===== src/design/apcp_pkg.sv =====
// Shared types and character constants for the ASCII pixel command parser.
package apcp_pkg;

	localparam int FRAME_WIDTH = 25;

	localparam logic [7:0] CHAR_SET   = 8'h53;
	localparam logic [7:0] CHAR_CLEAR = 8'h43;
	localparam logic [7:0] CHAR_GET   = 8'h47;
	localparam logic [7:0] CHAR_RESET = 8'h52;
	localparam logic [7:0] DIGIT_ZERO = 8'h30;

	typedef enum logic [1:0] {
		STATUS_OK     = 2'd0,
		STATUS_RANGE  = 2'd1,
		STATUS_OPCODE = 2'd2
	} status_t;

	typedef enum logic [2:0] {
		OP_NONE,
		OP_SET,
		OP_CLEAR,
		OP_GET,
		OP_RESET
	} op_t;

	typedef enum logic [1:0] {
		POS_OPCODE,
		POS_COLUMN,
		POS_ROW
	} pos_t;

	typedef struct packed {
		status_t status;
		op_t     op;
	} cmd_t;

endpackage


===== src/design/ascii_pixel_command_parser.sv =====
// Top level of the ASCII pixel command parser with its frame store.
//
// The rx channel (rx_valid, rx_stall, rx_byte) takes one character per
// transfer. Every three characters form a command: an opcode ('S' set,
// 'C' clear, 'G' get, 'R' reset frame), a column digit and a row digit.
// After the row digit one result transfer leaves on the res channel
// (res_valid, res_stall, status, pixel_value, frame_bits); the first two
// characters of a command give no result.
// A character is captured in an input register at its transfer. From there
// the decode and the frame update (one cell, or the whole frame on reset)
// run and load the result register, which drives res_valid.
// The block takes one character in every cycle. The only thing that can
// hold it up is a full result register under res_stall: then a row digit
// waiting in the input register cannot execute and rx_stall is raised.
// Opcode and column characters still move through, since they only land
// in the command holding registers.
// Reset clears the byte position, the held opcode and column, the frame
// store (all pixels off) and both valid flags.
// frame_bits reports bit row*GRID_SIZE+column; pixels at index 25 and
// above are kept but not reported.
module ascii_pixel_command_parser #(
	parameter int GRID_SIZE = 5
) (
	input  logic        clk,
	input  logic        arst_n,
	input  logic        rx_valid,
	output logic        rx_stall,
	input  logic [7:0]  rx_byte,
	output logic        res_valid,
	input  logic        res_stall,
	output logic [1:0]  status,
	output logic        pixel_value,
	output logic [24:0] frame_bits
);

	localparam int IDX_W  = $clog2(GRID_SIZE);
	localparam int CELLS  = GRID_SIZE * GRID_SIZE;
	localparam int CELL_W = $clog2(CELLS);
	localparam int FW     = apcp_pkg::FRAME_WIDTH;

	// Input register stage.
	logic       valid_s1;
	logic [7:0] byte_s1;

	// Command assembly state.
	apcp_pkg::pos_t pos_q;
	apcp_pkg::pos_t pos_d;
	logic [7:0]     opcode_q;
	logic [7:0]     column_q;

	// Frame store, one bit per cell, indexed row*GRID_SIZE+column.
	logic [CELLS-1:0] frame_q;
	logic [CELLS-1:0] frame_d;
	logic [CELLS-1:0] cell_mask;
	logic [FW-1:0]    frame_pack;

	// Result register.
	logic              res_valid_q;
	apcp_pkg::status_t res_status_q;
	logic              res_pixel_q;
	logic [FW-1:0]     res_frame_q;

	apcp_pkg::cmd_t     cmd;
	logic [IDX_W-1:0]   col_idx;
	logic [IDX_W-1:0]   row_idx;
	logic [CELL_W-1:0]  cell_idx;
	logic               pixel_d;
	logic               adv_s1;
	logic               exec;

	// A character in the input register moves on unless it is a row digit
	// and the result register is full and stalled.
	assign adv_s1   = valid_s1 &&
		((pos_q != apcp_pkg::POS_ROW) || !res_valid_q || !res_stall);
	assign exec     = adv_s1 && (pos_q == apcp_pkg::POS_ROW);
	assign rx_stall = valid_s1 && !adv_s1;

	always_ff @(posedge clk or negedge arst_n) begin
		if (!arst_n) begin
			valid_s1 <= 1'b0;
		end else if (!rx_stall) begin
			valid_s1 <= rx_valid;
		end
	end

	always_ff @(posedge clk) begin
		if (rx_valid && !rx_stall) begin
			byte_s1 <= rx_byte;
		end
	end

	// Byte position within the command.
	always_comb begin
		pos_d = pos_q;
		if (adv_s1) begin
			case (pos_q)
				apcp_pkg::POS_OPCODE: pos_d = apcp_pkg::POS_COLUMN;
				apcp_pkg::POS_COLUMN: pos_d = apcp_pkg::POS_ROW;
				apcp_pkg::POS_ROW:    pos_d = apcp_pkg::POS_OPCODE;
				default:              pos_d = apcp_pkg::POS_OPCODE;
			endcase
		end
	end

	always_ff @(posedge clk or negedge arst_n) begin
		if (!arst_n) begin
			pos_q    <= apcp_pkg::POS_OPCODE;
			opcode_q <= '0;
			column_q <= '0;
		end else begin
			pos_q <= pos_d;
			if (adv_s1 && (pos_q == apcp_pkg::POS_OPCODE)) begin
				opcode_q <= byte_s1;
			end
			if (adv_s1 && (pos_q == apcp_pkg::POS_COLUMN)) begin
				column_q <= byte_s1;
			end
		end
	end

	// The row digit is the character in the input register itself.
	apcp_cmd_decode #(
		.GRID_SIZE(GRID_SIZE)
	) u_decode (
		.opcode_byte(opcode_q),
		.column_byte(column_q),
		.row_byte   (byte_s1),
		.cmd        (cmd),
		.col_idx    (col_idx),
		.row_idx    (row_idx)
	);

	assign cell_idx  = CELL_W'(row_idx) * CELL_W'(GRID_SIZE) + CELL_W'(col_idx);
	assign cell_mask = {{(CELLS-1){1'b0}}, 1'b1} << cell_idx;

	// Frame update and pixel read. The decoder reports OP_NONE whenever the
	// status is not ok, so a failing command leaves the frame alone.
	always_comb begin
		frame_d = frame_q;
		pixel_d = 1'b0;
		if (exec) begin
			case (cmd.op)
				apcp_pkg::OP_SET:   frame_d = frame_q | cell_mask;
				apcp_pkg::OP_CLEAR: frame_d = frame_q & ~cell_mask;
				apcp_pkg::OP_RESET: frame_d = '0;
				apcp_pkg::OP_GET:   pixel_d = frame_q[cell_idx];
				default:            frame_d = frame_q;
			endcase
		end
	end

	always_ff @(posedge clk or negedge arst_n) begin
		if (!arst_n) begin
			frame_q <= '0;
		end else if (exec) begin
			frame_q <= frame_d;
		end
	end

	// The reported frame holds the first 25 cells, zero-filled for small grids.
	generate
		if (CELLS >= FW) begin : g_pack_trim
			assign frame_pack = frame_d[FW-1:0];
		end else begin : g_pack_fill
			assign frame_pack = {{(FW-CELLS){1'b0}}, frame_d};
		end
	endgenerate

	always_ff @(posedge clk or negedge arst_n) begin
		if (!arst_n) begin
			res_valid_q <= 1'b0;
		end else if (exec) begin
			res_valid_q <= 1'b1;
		end else if (!res_stall) begin
			res_valid_q <= 1'b0;
		end
	end

	always_ff @(posedge clk) begin
		if (exec) begin
			res_status_q <= cmd.status;
			res_pixel_q  <= pixel_d;
			res_frame_q  <= frame_pack;
		end
	end

	assign res_valid   = res_valid_q;
	assign status      = res_status_q;
	assign pixel_value = res_pixel_q;
	assign frame_bits  = res_frame_q;

	// A completed command always produces a pending result.
	a_exec_gives_result: assert property (@(posedge clk) disable iff (!arst_n)
		exec |=> res_valid_q)
		else $error("row digit executed without loading a result");

	// Only a row digit waiting on a stalled result may hold up the rx channel.
	a_stall_cause: assert property (@(posedge clk) disable iff (!arst_n)
		rx_stall |-> (valid_s1 && (pos_q == apcp_pkg::POS_ROW) && res_valid_q && res_stall))
		else $error("rx stalled without a blocked row digit");

	// A failing command leaves the frame untouched.
	a_error_keeps_frame: assert property (@(posedge clk) disable iff (!arst_n)
		(exec && (cmd.status != apcp_pkg::STATUS_OK)) |=> $stable(frame_q))
		else $error("frame changed by a failing command");

	// A set pixel can only be reported by a get command.
	a_pixel_only_get: assert property (@(posedge clk) disable iff (!arst_n)
		(exec && pixel_d) |-> (cmd.op == apcp_pkg::OP_GET))
		else $error("pixel reported for a command other than get");

	// The reset command empties the whole frame.
	a_reset_clears: assert property (@(posedge clk) disable iff (!arst_n)
		(exec && (cmd.op == apcp_pkg::OP_RESET)) |=> (frame_q == '0))
		else $error("frame not empty after reset command");

endmodule


===== src/design/apcp_cmd_decode.sv =====
// Command decoder: digit range checks, opcode decode and grid indexes.
module apcp_cmd_decode #(
	parameter int GRID_SIZE = 5
) (
	input  logic [7:0]                   opcode_byte,
	input  logic [7:0]                   column_byte,
	input  logic [7:0]                   row_byte,
	output apcp_pkg::cmd_t               cmd,
	output logic [$clog2(GRID_SIZE)-1:0] col_idx,
	output logic [$clog2(GRID_SIZE)-1:0] row_idx
);

	localparam int IDX_W = $clog2(GRID_SIZE);

	logic [7:0] col_off;
	logic [7:0] row_off;
	logic       col_ok;
	logic       row_ok;

	assign col_off = column_byte - apcp_pkg::DIGIT_ZERO;
	assign row_off = row_byte - apcp_pkg::DIGIT_ZERO;
	assign col_ok  = (column_byte >= apcp_pkg::DIGIT_ZERO) && (col_off < 8'(GRID_SIZE));
	assign row_ok  = (row_byte >= apcp_pkg::DIGIT_ZERO) && (row_off < 8'(GRID_SIZE));
	assign col_idx = col_off[IDX_W-1:0];
	assign row_idx = row_off[IDX_W-1:0];

	// The digits are checked first, so a bad digit wins over a bad opcode.
	always_comb begin
		cmd.status = apcp_pkg::STATUS_OK;
		cmd.op     = apcp_pkg::OP_NONE;
		if (!col_ok || !row_ok) begin
			cmd.status = apcp_pkg::STATUS_RANGE;
		end else begin
			case (opcode_byte)
				apcp_pkg::CHAR_SET:   cmd.op = apcp_pkg::OP_SET;
				apcp_pkg::CHAR_CLEAR: cmd.op = apcp_pkg::OP_CLEAR;
				apcp_pkg::CHAR_GET:   cmd.op = apcp_pkg::OP_GET;
				apcp_pkg::CHAR_RESET: cmd.op = apcp_pkg::OP_RESET;
				default:              cmd.status = apcp_pkg::STATUS_OPCODE;
			endcase
		end
	end

endmodule

===== config.mk =====
export PLATFORM = sky130hd
export DESIGN_NAME = ascii_pixel_command_parser
export DESIGN_NICKNAME = d
export VERILOG_FILES = /design/src/design/apcp_pkg.sv /design/src/design/ascii_pixel_command_parser.sv /design/src/design/apcp_cmd_decode.sv
export SDC_FILE = /design/constraint.sdc
export NUM_CORES = 1
export LEC_CHECK = 0
export BUFFER_PORTS_ARGS = -buffer_cell sky130_fd_sc_hd__buf_4
export CORE_MARGIN = 1.5
export CORE_UTILIZATION = 35
export DETAILED_ROUTE_END_ITERATION = 16
export SLEW_MARGIN = 15
export SYNTH_ARGS = -nofsm -noshare
export SYNTH_HDL_FRONTEND = slang
export SYNTH_SLANG_ARGS = --single-unit

===== constraint.sdc =====
create_clock -name clk -period 4.6 [get_ports clk]
set_input_delay 0.69 -clock clk [delete_from_list [all_inputs] [get_ports clk]]
set_output_delay 0.69 -clock clk [all_outputs]
set_load 0.02 [all_outputs]

==> metrics.cfg, run 1 <==
[pwr]
p_switching_mw=0.969
power.leakage_nw=1.86
ir_drop_v=0.000276
powerDensity_nw_per_um2=537
pwr-share-seq_pct=35.9
internal-power_mw=1.69
pwr-share-clk_pct=27.6
comb_power_share_pct=36.5
sw_frac_of_total_pct=36.5

[cts]
cts_tree=done
cts_inserted_buffers=9
post_cts_buffers=0
clk_latency_ns=0.35
hold_buffers=0
numClockSinks=81
clock_path_buffers=2
clkTransAtPathRegs_ns=0.06
cts_resized=0
clockRootBuffer=clkbuf_16
htreeDepth=3

[synthesis]
yosysTopAreaCellShare_pct=26.6
synth_area_leaders=dfrtp_1, edfxtp_1, mux2_2, a31oi_1, mux4_2
synth_edf_count=36
synth-main-ff-cell=dfrtp_1
synth.avg_cell_area_um2=11.2
synth_top_area_cell=dfrtp_1
yosysWarnings=0
syn_nets=399
yosysUniqueCellTypes=54
synthCells=378
ys_seq_elements=81
synth_area_um2=4230
async_reset_ff_share_pct=55.6
ys_seq_area_share_pct=52.1

[worst_setup_path]
crit_path_frequent_cell=ha_1
path_cells=ha_1, ha_1, inv_1, fa_1, xor2_1, nor4_1, o21ai_0, a21oi_2, o22ai_1
crit_type=register to register
path_buf_inv=1
worstReg2RegStart=byte_s1[2]
end_kind=register
cp.arrival_ns=3.70
r2r-end=frame_bits[11]
cp_top_family=adder cells
r2r_cells=9
required_ns=4.67
cp_slowest_cell=nor4_1
start_kind=register
crit_fanout=6
reg2reg_slack_ns=0.98
slowest_delay_ns=0.77

[routing]
ant_nets=0
drtIter0Drc=194
wl_per_cell_um=17.4
drc_errors=0
drt_pass1_iterations=5
route.vias.total=3172
wirelength_um=9780
routed_via_density=5.65

[status]
outcome=finished clean

[final_layout]
layout_common_cells=buf_4, dfrtp_1, edfxtp_1
area_growth_syn_to_layout_pct=16.8
fillers=1124
layout_commonest_cell=buf_4
multi_input_area_um2=1850
antenna_cells=0
drive_above_1_share_pct=25.8
seq_area_um2=2210
final_util_pct=42.6
nets=434

[grt]
grt.total_usage_pct=16.2
antenna_found_initial=0
grt_remaining_overflow=0
grt_pass1_vias=3221
grt_pass1_wl_um=16200
grt_start_max_net_pins=46

[floorplan]
die_w_um=113
io_pins=42
rows=39
die_area_um2=12800
dieHeight_um=113
start_util_pct=36.4
core_area_um2=11600

[worst_hold_path]
hp-class=input pin to asynchronous set/reset pin

[placement]
dp_slack_ns=1.02
hpwlAfterDp_um=6850
finalWeightedCongestion=0.830
portBuffers=41

[sta]
final_hold_viol_count=0
period_needed_ns=3.62
slew_headroom_pct=30.2
clock_skew_ns=0.00945
setup_ws_ns=0.975
setup_tns_ns=0
final-setup-viol-count=0
worstMarginPinSlew_ns=1.04
rsz0062_at_grt=false
slew_viol_final=0
fmax_mhz=276
min_period_over_period_pct=78.8

[job]
drv_cap=0

-- worst reg2reg max path, delay by kind of cell, from the launching register on --
| kind | cells | cell delay [ns] |
|---|---|---|
| DFF | 1 | 0.50 |
| adders and majority gates | 3 | 1.11 |
| and+or+nand+nor | 1 | 0.77 |
| buffers and inverters | 1 | 0.07 |
| xor gates and xnor gates | 1 | 0.21 |
| AOI/OAI and AO/OA | 3 | 0.70 |
-- layout make-up --
cell class	instances	area share, %
multi-input combinational	259	37.3
sequential	81	44.6
clock buffer	9	4.56
clock inverter	7	1.57
timing repair buffer	47	7.14
inverter	15	1.14
tap	143	3.62
-- state kept, by name, indices dropped and copies added (netlist names) --
name / flops
res_valid: 1
frame_q: 25
byte_s1: 8
opcode_q: 8
status: 2
pixel_value: 1
valid_s1: 1
pos_q: 2
column_q: 8
frame_bits: 25
-- layer usage --
layer | part of all wire, % | up-vias | track usage (%)
met5 | 0 | - | 0
met4 | 2.2 | 0 | 6.42
met3 | 4.5 | 20 | 3.96
met2 | 49 | 85 | 27.0
met1 | 45 | 1556 | 20.5
li1 | - | 1511 | -
-- cell usage after synthesis, types with 6 or more instances --
master / number
dfrtp_1: 45
edfxtp_1: 36
nand2_1: 31
a31oi_1: 25
a21oi_1: 23
o21ai_0: 22
nand3_1: 17
inv_1: 15
mux2_2: 15
o211ai_1: 15
clkbuf_1: 14
a21oi_2: 11
nor2_1: 9
ha_1: 8
a21o_1: 6
mux4_2: 6
o22ai_1: 6
-- power groups by stage --
stage / clock network (mW) / registers, mW / logic, mW
3_3_place_gp: 0 / 0.963 / 0.960
4_1_cts: 0.746 / 0.953 / 0.972
5_1_grt: 0.770 / 0.967 / 1.06
6_report: 0.732 / 0.954 / 0.970
2_1_floorplan: 0 / 0.961 / 0.721
3_5_place_dp: 0 / 0.967 / 0.964
-- stage by stage --
stage          power (mW)  cell area, um2  instances  hold WS, ns
3_5_place_dp         1.93            4640        545        0.489
5_1_grt              2.80            4940        561        0.411
3_3_place_gp         1.92            4640        545        0.484
2_1_floorplan        1.68            4230        378        0.394
4_1_cts              2.67            4940        561        0.373
6_report             2.66            4940        561        0.357
-- kinds of logic after synthesis --
kind of cell | share of synthesized area (%)
simple gates | 12.6
buf+inv | 4.40
mux | 7.42
compound gates | 19.5
flops | 52.1
xor+xnor | 1.03
fa+ha+maj | 2.84
-- worst max-delay path by stage --
stage | from | endpoint | slack (ns) | cells after the start
finish | byte_s1[2] | frame_bits[11] | 0.98 | 9
global route | byte_s1[2] | frame_bits[2] | 0.73 | 9
CTS | byte_s1[2] | pixel_value | 1.01 | 9
detailed placement | byte_s1[2] | pixel_value | 1.02 | 8
global placement | byte_s1[2] | pixel_value | 1.10 | 9
floorplan | byte_s1[2] | pixel_value | 1.32 | 10
Power figures use the tool's default switching activity.
==> inputs of run 2 (changes only) <==
clock period = 2.92 ns   (was 4.6 ns; I/O delays follow)
==> run 2 against run 1 <==
Effect of this change: the run now ends with setup timing left; clock power up 54%; final cell count up 7.1%; fmax up 19%; register-to-register slack worse by 1.1 ns; wire length up 4.7%; total power up 74%; critical path depth unchanged; highest routed layer unchanged; cell area up 8.4%; clock skew down 0.0016 ns; sequential cell count unchanged; first-iteration DRC count up 17%.
==> metrics.cfg, run 2 (synthesis gave the netlist of run 1 again) <==
[status]
outcome=finished, violations left
violations=setup timing

[worst_setup_path]
r2r_cells=9
r2r-end=pixel_value
start_kind=register
end_kind=register
crit_type=register to register
reg2reg_slack_ns=-0.13
crit_fanout=6
required_ns=3.01
cp.arrival_ns=3.14
worstReg2RegStart=byte_s1[0]

[routing]
wl_per_cell_um=17.0
wirelength_um=10200
routed_via_density=5.49
drc_errors=0
route.vias.total=3301
ant_nets=0
drtIter0Drc=227
drt_pass1_iterations=4

[sta]
rsz0062_at_grt=true
slew_viol_final=0
min_period_over_period_pct=105
slew_headroom_pct=49.4
clock_skew_ns=0.00785
period_needed_ns=3.05
worstMarginPinSlew_ns=0.758
fmax_mhz=328
setup_ws_ns=-0.133
final_hold_viol_count=0
final-setup-viol-count=3

[pwr]
p_switching_mw=1.72
ir_drop_v=0.000574
powerDensity_nw_per_um2=862
power.leakage_nw=2.07
sw_frac_of_total_pct=37.2
pwr-share-seq_pct=32.4
p_total_mw=4.62
comb_power_share_pct=43.1
internal-power_mw=2.90
pwr-share-clk_pct=24.5

[final_layout]
area_growth_syn_to_layout_pct=26.6
fillers=1065
final_util_pct=46.1
antenna_cells=0
layout_commonest_cell=buf_4
nets=474
drive_above_1_share_pct=36.2
layout_common_cells=buf_4, dfrtp_1, edfxtp_1

[cts]
clkTransAtPathRegs_ns=0.07
clk_latency_ns=0.34
numClockSinks=81
clockRootBuffer=clkbuf_16
cts_inserted_buffers=9
cts_tree=done
clock_path_buffers=2
hold_buffers=0
htreeDepth=3

[floorplan]
core_area_um2=11600
dieHeight_um=113
die_w_um=113
rows=39
io_pins=42
start_util_pct=36.4
die_area_um2=12800

[grt]
grt.total_usage_pct=16.7
grt_remaining_overflow=0
grt_start_max_net_pins=46
grt_pass1_vias=3276
grt_pass1_wl_um=16500
antenna_found_initial=0

[job]
drv_cap=0

[placement]
finalWeightedCongestion=0.857
portBuffers=41
hpwlAfterDp_um=7350

[worst_hold_path]
hp-class=input pin to asynchronous set/reset pin

[run 2: how the worst max path moves through the flow]
stage / startpoint / to / slack (ns) / cells after the start
5_1_grt: byte_s1[1] / pixel_value / -0.31 / 9
3_5_place_dp: byte_s1[2] / pixel_value / -0.28 / 9
4_1_cts: byte_s1[0] / pixel_value / -0.16 / 9
6_report: byte_s1[0] / pixel_value / -0.13 / 9
3_3_place_gp: byte_s1[2] / pixel_value / -0.16 / 9
2_1_floorplan: byte_s1[2] / pixel_value / -0.1 / 9
[run 2: through the flow]
stage	setup slack, ns	setup TNS, ns	std cells	hold slack [ns]	area (um2)
floorplan	-0.0981	-0.184	378	0.142	4300
global placement	-0.163	-0.340	585	0.485	4990
detailed placement	-0.284	-1.16	585	0.496	4990
CTS	-0.165	-0.202	601	0.123	5330
global route	-0.305	-1.22	601	0.143	5360
finish	-0.133	-0.182	601	0.0973	5360
[run 2: worst max-delay path, stage by stage (launching register included)]
cell,delay [ns]
edfxtp_1,0.43
ha_4,0.27
ha_4,0.27
inv_2,0.04
fa_2,0.65
mux4_2,0.54
nand3_2,0.08
nand4_1,0.12
a222oi_1,0.31
nor3b_1,0.10
[run 2: layout make-up]
class	count	area [um2]	area share, %
clock buffers	9	225	4.20
clock inverters	7	68.8	1.28
inverters	15	56.3	1.05
multi-input cells	259	1970	36.7
flip-flops and latches	81	2210	41.2
well taps	143	179	3.34
repair buffers	87	653	12.2
[run 2: timing repair]
item	4_1_cts	5_1_grt
setup buffers	0	0
pin swaps	7	1
endpoints found under the hold margin	0	0
resized for setup	6	9
setup endpoints to repair	19	19
[run 2: routing by layer]
layer | vias to the layer above | track usage [%] | routed length, um | share of wire [%]
met1 | 1581 | 20.7 | 4510 | 44
met2 | 104 | 27.9 | 4960 | 48
li1 | 1596 | - | - | -
met5 | - | 0 | 0 | 0
met4 | 0 | 7.50 | 269 | 2.6
met3 | 20 | 4.02 | 496 | 4.8
[run 2: power groups by stage]
stage / registers [mW] / logic (mW) / clock network [mW]
after floorplan: 1.51 / 1.25 / 0
after global placement: 1.51 / 1.84 / 0
after detailed placement: 1.52 / 1.89 / 0
after CTS: 1.50 / 1.94 / 1.15
after global routing: 1.52 / 2.16 / 1.20
final: 1.50 / 1.99 / 1.13
==> inputs of run 3 (changes only) <==
clock period = 2.6 ns   (was 2.92 ns; I/O delays follow)
==> run 3 against run 2 <==
Effect of this change: the flow still finishes with violations (setup timing); first-iteration DRC count down 8.8%; die area unchanged; count of clock-buffer cells in the layout up 1; clock skew up 0.0013 ns; via count up 7.9%; total power up 33%; setup slack worse by 0.39 ns; sequential cell count unchanged; sequential power up 12%; worst hold slack worse by 0.037 ns; fmax down 2.2%; critical path type unchanged; highest routed layer unchanged.
==> metrics.cfg, run 3 (synthesis gave the netlist of run 1 again) <==
[status]
outcome=finished, violations left
violations=setup timing

[floorplan]
start_util_pct=36.4
io_pins=42
dieHeight_um=113
die_w_um=113
rows=39
core_area_um2=11600
die_area_um2=12800

[worst_setup_path]
end_kind=register
crit_type=register to register
cp-startpoint=byte_s1[0]
worstReg2RegStart=byte_s1[0]
crit_fanout=5
r2r-end=pixel_value
start_kind=register
r2r_cells=9
cp.arrival_ns=3.22
cp-endpoint=pixel_value
reg2reg_slack_ns=-0.52
required_ns=2.70

[sta]
slew_viol_final=0
slew_headroom_pct=53.2
setup_tns_ns=-11.26
rsz0062_at_grt=true
final-setup-viol-count=51
worstMarginPinSlew_ns=0.701
min_period_over_period_pct=120
fmax_mhz=320
period_needed_ns=3.12
setup_ws_ns=-0.523
final_hold_viol_count=0
clock_skew_ns=0.00912

[final_layout]
final-instance-count-excl-fill=632
layout_common_cells=buf_4, dfrtp_1, edfxtp_1
final_util_pct=52.9
drive_above_1_share_pct=52.6
area_growth_syn_to_layout_pct=45.2
antenna_cells=0
nets=505
design_area_um2=6150
fillers=989
layout_commonest_cell=buf_4

[routing]
drc_errors=0
drt_pass1_iterations=4
wl_per_cell_um=18.0
wirelength_um=11400
route.vias.total=3562
routed_via_density=5.64
drtIter0Drc=207
ant_nets=0

[cts]
clockRootBuffer=clkbuf_16
clk_latency_ns=0.35
numClockSinks=81
hold_buffers=0
cts_inserted_buffers=9
htreeDepth=3
cts_tree=done
clkTransAtPathRegs_ns=0.07
clock_path_buffers=2

[pwr]
powerDensity_nw_per_um2=1000
power.leakage_nw=2.30
ir_drop_v=0.000527

[placement]
place_area_um2=5210
dp_cells=599
hpwlAfterDp_um=7600
finalWeightedCongestion=0.866
portBuffers=41

[grt]
use_met2_pct=31.4
grt_start_max_net_pins=46
grt-busiest-layer=met2
use_met3_pct=4.23
grt_remaining_overflow=0
antenna_found_initial=0
grt_pass1_wl_um=18200
grtUsageMet1_pct=22.2
grt.total_usage_pct=18.4
grt_pass1_vias=3565

[job]
drv_cap=0

[worst_hold_path]
hp-class=input pin to asynchronous set/reset pin

## run 3: cell count changes in the layout (fill, tap and decap cells not counted), sizes merged
cell / change
buf: +31
clkbuf: +1
inv: -1
## run 3: power by group
group / internal (mW) / leakage, nW / switching (mW)
Sequential: 1.54 / 0.820 / 0.146
Clock: 0.726 / 0.150 / 0.570
Combinational: 1.51 / 1.33 / 1.66
## run 3: worst min path at each step
| stage | end | slack [ns] | from | cells after the start |
|---|---|---|---|---|
| after floorplan | column_q[0] | 0.09 | arst_n | 0 |
| after global placement | column_q[3] | 0.45 | arst_n | 1 |
| after detailed placement | column_q[7] | 0.46 | arst_n | 1 |
| after CTS | column_q[7] | 0.09 | arst_n | 1 |
| after global routing | opcode_q[5] | 0.1 | arst_n | 1 |
| final | column_q[7] | 0.06 | arst_n | 1 |
## run 3: layer usage
layer,vias up,wire [um]
li1,1657,-
met2,109,5830
met3,30,532
met4,0,329
met5,-,0
met1,1766,4680
## run 3: layout make-up
cell class	instances	area, um2	share of cell area, %
Tap cell	143	179	2.91
Clock inverter	6	52.6	0.855
Inverter	15	56.3	0.916
Sequential cell	81	2210	35.9
Multi-Input combinational cell	259	2410	39.2
Timing Repair Buffer	118	992	16.1
Clock buffer	10	250	4.07
## run 3: critical path, stage by stage, from the launching register on
cell      delay, ns
edfxtp_1       0.44
ha_4           0.27
ha_4           0.27
inv_2          0.04
fa_2           0.64
mux4_2         0.55
nand3_2        0.10
nand4_1        0.14
a222oi_1       0.34
nor3b_1        0.09
## run 3: per-stage QoR
step	hold WS, ns	worst slack, ns	total power, mW
after floorplan	0.0944	-0.418	3.19
after global placement	0.451	-0.477	3.93
after detailed placement	0.456	-0.569	4.00
after CTS	0.0881	-0.503	5.73
after global routing	0.0989	-0.650	6.47
final	0.0607	-0.523	6.16
## run 3: what timing repair did
item                                   4_1_cts  5_1_grt
endpoints found under the hold margin        0        0
pin swaps                                   22       22
setup endpoints to repair                   51       51
gates cloned                                 0        0
buffers inserted                            10       10
gates resized for setup                     69       41
